`src/rtl/core/spot_pkg.sv`:
```
// ---------------------------------------------------------------------------
// spot_pkg
// Types, widths and pair-kind codes of the shape pair overlap test.
// ---------------------------------------------------------------------------
`timescale 1ns / 1ps

package spot_pkg;

    localparam int CoordW = 24;
    localparam int SizeW  = 23;
    localparam int ModeW  = 2;
    localparam int OperW  = 25;
    localparam int ProdW  = 2 * OperW;
    localparam int DataInW  = 240;
    localparam int DataOutW = 8;

    // Pair kinds.
    localparam logic [ModeW-1:0] MODE_RECT_RECT = 2'd0;
    localparam logic [ModeW-1:0] MODE_CIRC_CIRC = 2'd1;
    localparam logic [ModeW-1:0] MODE_RECT_CIRC = 2'd2;
    localparam logic [ModeW-1:0] MODE_CIRC_RECT = 2'd3;

    typedef struct packed {
        logic [CoordW-1:0] x;
        logic [CoordW-1:0] y;
        logic [SizeW-1:0]  w;
        logic [SizeW-1:0]  h;
        logic [SizeW-1:0]  r;
    } t_shape;

    typedef struct packed {
        logic [ModeW-1:0] mode;
        t_shape           a;
        t_shape           b;
    } t_item;

    // First stage: raw differences.
    typedef struct packed {
        logic [ModeW-1:0]  mode;
        logic              rr_hit;
        logic [CoordW:0]   cdx;
        logic [CoordW:0]   cdy;
        logic [CoordW-1:0] crs;
        logic [CoordW+2:0] dx;
        logic [CoordW+2:0] dy;
        logic [SizeW-1:0]  pw;
        logic [SizeW-1:0]  ph;
        logic [CoordW-1:0] rr;
    } t_delta;

    // Second stage: early decision or square operands.
    typedef struct packed {
        logic             decided;
        logic             hit;
        logic [OperW-1:0] u;
        logic [OperW-1:0] v;
        logic [OperW-1:0] s;
    } t_oper;

    // Third stage: squares.
    typedef struct packed {
        logic             decided;
        logic             hit;
        logic [ProdW-1:0] uu;
        logic [ProdW-1:0] vv;
        logic [ProdW-1:0] ss;
    } t_prod;

    // Coordinate sign-extended to 26 bits.
    function automatic logic signed [CoordW+1:0] coord_ext(logic [CoordW-1:0] c);
        return $signed({{2{c[CoordW-1]}}, c});
    endfunction

    // Far edge of a rectangle along one axis, 26 bits signed.
    function automatic logic signed [CoordW+1:0] far_edge(logic [CoordW-1:0] c,
                                                          logic [SizeW-1:0] s);
        return $signed({{2{c[CoordW-1]}}, c}) + $signed({3'b000, s});
    endfunction

    // Doubled centre offset: 2*corner + size - 2*centre, 27 bits signed.
    function automatic logic signed [CoordW+2:0] dbl_offset(logic [CoordW-1:0] p,
                                                            logic [SizeW-1:0] s,
                                                            logic [CoordW-1:0] c);
        return $signed({{2{p[CoordW-1]}}, p, 1'b0}) + $signed({4'b0000, s})
             - $signed({{2{c[CoordW-1]}}, c, 1'b0});
    endfunction

endpackage

```
`src/rtl/core/spot_select.sv`:
```
// ---------------------------------------------------------------------------
// spot_select
// Second stage: magnitudes, early decisions and square operands.
// ---------------------------------------------------------------------------
`timescale 1ns / 1ps

module spot_select (
    input  logic             i_clk,
    input  logic             i_en,
    input  spot_pkg::t_delta i_delta,
    output spot_pkg::t_oper  o_oper
);
    import spot_pkg::*;

    t_oper             n_oper;
    t_oper             r_oper;
    logic [OperW-1:0]  w_cu;
    logic [OperW-1:0]  w_cv;
    logic [CoordW+1:0] w_adx;
    logic [CoordW+1:0] w_ady;
    logic [OperW-1:0]  w_xlim;
    logic [OperW-1:0]  w_ylim;
    logic              w_far;
    logic              w_near;

    always_comb begin
        w_cu   = i_delta.cdx[CoordW] ? OperW'(-i_delta.cdx) : i_delta.cdx;
        w_cv   = i_delta.cdy[CoordW] ? OperW'(-i_delta.cdy) : i_delta.cdy;
        w_adx  = i_delta.dx[CoordW+2] ? (CoordW+2)'(-i_delta.dx) : i_delta.dx[CoordW+1:0];
        w_ady  = i_delta.dy[CoordW+2] ? (CoordW+2)'(-i_delta.dy) : i_delta.dy[CoordW+1:0];
        w_xlim = {2'b00, i_delta.pw} + {1'b0, i_delta.rr};
        w_ylim = {2'b00, i_delta.ph} + {1'b0, i_delta.rr};
        w_far  = (w_adx > {1'b0, w_xlim}) || (w_ady > {1'b0, w_ylim});
        w_near = (w_adx <= {3'b000, i_delta.pw}) || (w_ady <= {3'b000, i_delta.ph});

        n_oper.decided = 1'b0;
        n_oper.hit     = 1'b0;
        n_oper.u       = '0;
        n_oper.v       = '0;
        n_oper.s       = '0;
        case (i_delta.mode)
            MODE_RECT_RECT: begin
                n_oper.decided = 1'b1;
                n_oper.hit     = i_delta.rr_hit;
            end
            MODE_CIRC_CIRC: begin
                n_oper.u = w_cu;
                n_oper.v = w_cv;
                n_oper.s = {1'b0, i_delta.crs};
            end
            default: begin
                // Rectangle against circle; only the corner region needs squares.
                if (w_far) begin
                    n_oper.decided = 1'b1;
                end else if (w_near) begin
                    n_oper.decided = 1'b1;
                    n_oper.hit     = 1'b1;
                end else begin
                    n_oper.u = OperW'(w_adx - {3'b000, i_delta.pw});
                    n_oper.v = OperW'(w_ady - {3'b000, i_delta.ph});
                    n_oper.s = {1'b0, i_delta.rr};
                end
            end
        endcase
    end

    always_ff @(posedge i_clk) begin
        if (i_en) begin
            r_oper <= n_oper;
        end
    end

    assign o_oper = r_oper;

endmodule

```
`config.mk`:
```
export PLATFORM = sky130hd
export DESIGN_NAME = spot_select
export DESIGN_NICKNAME = d
export VERILOG_FILES = /design/src/rtl/core/spot_pkg.sv /design/src/rtl/core/spot_select.sv
export SDC_FILE = /design/constraint.sdc
export NUM_CORES = 1
export LEC_CHECK = 0
export ABC_CLOCK_PERIOD_IN_PS = 11200
export BUFFER_PORTS_ARGS = -buffer_cell sky130_fd_sc_hd__buf_4
export CELL_PAD_IN_SITES_DETAIL_PLACEMENT = 1
export CELL_PAD_IN_SITES_GLOBAL_PLACEMENT = 2
export CORE_MARGIN = 2
export CORE_UTILIZATION = 35
export DETAILED_ROUTE_END_ITERATION = 16
export HOLD_SLACK_MARGIN = 0.08
export PLACE_DENSITY_LB_ADDON = 0.08
export SYNTH_ARGS = -nofsm -noshare
export SYNTH_HDL_FRONTEND = slang
export SYNTH_SLANG_ARGS = --single-unit
export TNS_END_PERCENT = 30
```
`constraint.sdc`:
```
create_clock -name i_clk -period 11.2 [get_ports i_clk]
set_input_delay 2.24 -clock i_clk [delete_from_list [all_inputs] [get_ports i_clk]]
set_output_delay 2.24 -clock i_clk [all_outputs]
set_load 0.1 [all_outputs]
```
==> results.json <==
{
  "status": "finished clean",
  "hold_viol": 0,
  "ys_types": 74,
  "grt.overflow.total": 0,
  "period_minus_slack_ns": 7.79,
  "min_path_type": "input port to flip-flop",
  "end_kind": "flip-flop",
  "fp.dieW_um": 180,
  "antenna-diode-count": 0,
  "drc": 0,
  "hp-start": "i_delta[140]",
  "async_flop_share": 0,
  "nNetsFinal": 1864,
  "path_clk_slew_ns": 0.07,
  "post-route-util": 0.444,
  "setup_viol": 0,
  "yosysTopAreaCell": "edfxtp_1",
  "fin_setup_tns_ns": 0,
  "h-tree-depth": 3,
  "tightest_slew_ns": 1.18,
  "synth_edf_count": 76,
  "firstDrtPassIters": 5,
  "ys_seq_area_frac": 0.211,
  "num_rows": 64,
  "hold_end": "o_oper[16]",
  "max_stage_delay_ns": 0.91,
  "dieArea_mm2": 0.0323,
  "grt_pass1_wl_mm": 60.5,
  "rsz0062_at_grt": "no",
  "synth_nets": 1605,
  "yosys_warnings": 0,
  "cts_buffer_depth": 2,
  "cp_slowest_cell": "a211o_2",
  "vias": 10700,
  "max_freq_mhz": 128,
  "root_buffer": "clkbuf_16",
  "drtIter0Drc": 365,
  "die_y_um": 180,
  "min_period_over_period": 0.696,
  "synth_common_cells": "ha_1, xnor2_1, xor2_1",
  "cts_buffers": 9,
  "post_dp_cell_area_mm2": 0.0133,
  "post_drt_wl_per_cell_um": 20.4,
  "dp_hpwl_mm": 33.0,
  "fin_area_mm2": 0.0136,
  "hold_path_depth": 2,
  "slew_violations": 0,
  "routed_via_density": 5.59,
  "syn_area_mm2": 0.0108,
  "drive_gt1_frac": 0.223,
  "synth_top_area_frac": 0.211,
  "power_uw": 1570,
  "path_class": "input port to flip-flop",
  "grt_antenna_before_repair": 0,
  "drv_cap": 0,
  "largest_register_ffs": 76,
  "arrival_ns": 7.86,
  "synth_cells": 1252,
  "postCtsHoldBufs": 0,
  "cp_cell_sequence": "buf_4 -> ha_1 -> fa_1 -> a21o_1 -> a21oi_1 -> o21ai_0 -> a22oi_1 -> a211oi_1 -> o21a_1 -> o21a_1 -> o41ai_1 -> xor2_1 -> ha_1 -> nand3_1 -> or2_2 -> nor3_1 -> o221ai_1 -> a21oi_1 -> o31ai_1 -> nand4_2 -> a211o_2 -> o32ai_2",
  "grt_use_total": 0.236,
  "synth_flop_cell": "edfxtp_1",
  "avgSynthCellArea_um2": 8.63,
  "worst_slew_margin_rel": 0.214,
  "cts_resized": 0,
  "area_growth_pct": 25.4,
  "post_cts_buffers": 0,
  "grt_max_degree": 77,
  "cts_tree": "done",
  "vdd_drop_max_uv": 70.8,
  "ys_seq_elements": 76,
  "coreArea_mm2": 0.0305,
  "pin_count": 280,
  "synth.most_common_cell": "ha_1",
  "grt_pass1_vias": 11100,
  "leakage_uw": 0.00595,
  "crit_required_ns": 11.26,
  "crit_path_start_kind": "input port",
  "totalWireLength_mm": 39.1,
  "port_buffers": 278,
  "path_max_fanout": 49,
  "power_density_mw_per_mm2": 116,
  "postRouteAntennaNets": 0,
  "netlist_top_cells_area": "edfxtp_1, ha_1, xnor2_1",
  "clock_sinks": 76,
  "gp_congestion": 0.868,
  "start_util": 0.354
}
-- critical path, delay by kind of cell --
| family | cells | cell delay (ns) |
|---|---|---|
| XOR/XNOR | 1 | 0.13 |
| adder cells (fa/ha/maj) | 3 | 0.93 |
| AND/OR/NAND/NOR | 4 | 0.83 |
| buffers and inverters | 1 | 0.14 |
| AO/OA/AOI/OAI | 13 | 3.56 |
-- through the flow --
step / setup WS [ns] / hold WS, ns / instances
after CTS: 3.33 / 2.16 / 1912
final: 3.41 / 2.17 / 1912
after global routing: 2.82 / 2.18 / 1912
after floorplan: 4.49 / 2.35 / 1252
after detailed placement: 2.95 / 2.54 / 1896
after global placement: 3.08 / 2.53 / 1896
-- kinds of logic after synthesis --
logic type                 Yosys count  synth area share
AOI/OAI and AO/OA                  410             0.269
xor gates and xnor gates           168             0.136
adders and majority gates          150             0.176
buffers and inverters              111            0.0413
DFF                                 76             0.211
muxes                                4           0.00382
other                                1          0.000347
and+or+nand+nor                    332             0.161
-- cell type report --
class | instances | area (µm²)
sequential | 76 | 2280
inverter | 79 | 297
timing repair buffer | 280 | 2100
fill | 3639 | 17000
tap | 396 | 495
clock inverter | 6 | 65.1
multi-input combinational | 1065 | 8080
clock buffer | 10 | 229
-- cells in the final DEF, fill, tap and decap left out, drive strengths merged, types with 63 or more instances in the layout --
| master | count |
|---|---|
| inv | 79 |
| buf | 280 |
| ha | 146 |
| nor2 | 63 |
| xnor2 | 88 |
| nand2 | 73 |
| a21oi | 77 |
| edfxtp | 76 |
| o21ai | 73 |
| xor2 | 80 |
-- worst max path at each step --
stage               start    endpoint  slack [ns]  cells past startpoint
2_1_floorplan  i_delta[0]  o_oper[46]        4.49                     21
3_3_place_gp   i_delta[0]  o_oper[28]        3.08                     22
3_5_place_dp   i_delta[0]  o_oper[44]        2.95                     22
4_1_cts        i_delta[0]  o_oper[44]        3.33                     22
5_1_grt        i_delta[0]  o_oper[63]        2.82                     22
6_report       i_delta[0]  o_oper[28]        3.41                     22
-- where the power goes --
group	internal (µW)	switching, µW	total (µW)
registers	344	9.69	354
logic	329	577	906
clock network	173	137	310
-- routing by layer --
metal	GRT usage	vias to the layer above	part of all wire
li1	-	5249	-
met2	0.439	225	0.51
met4	0.0663	0	0.022
met3	0.0243	40	0.030
met1	0.287	5175	0.43
met5	0	-	0
No activity file was read; power rests on OpenSTA's default activity.
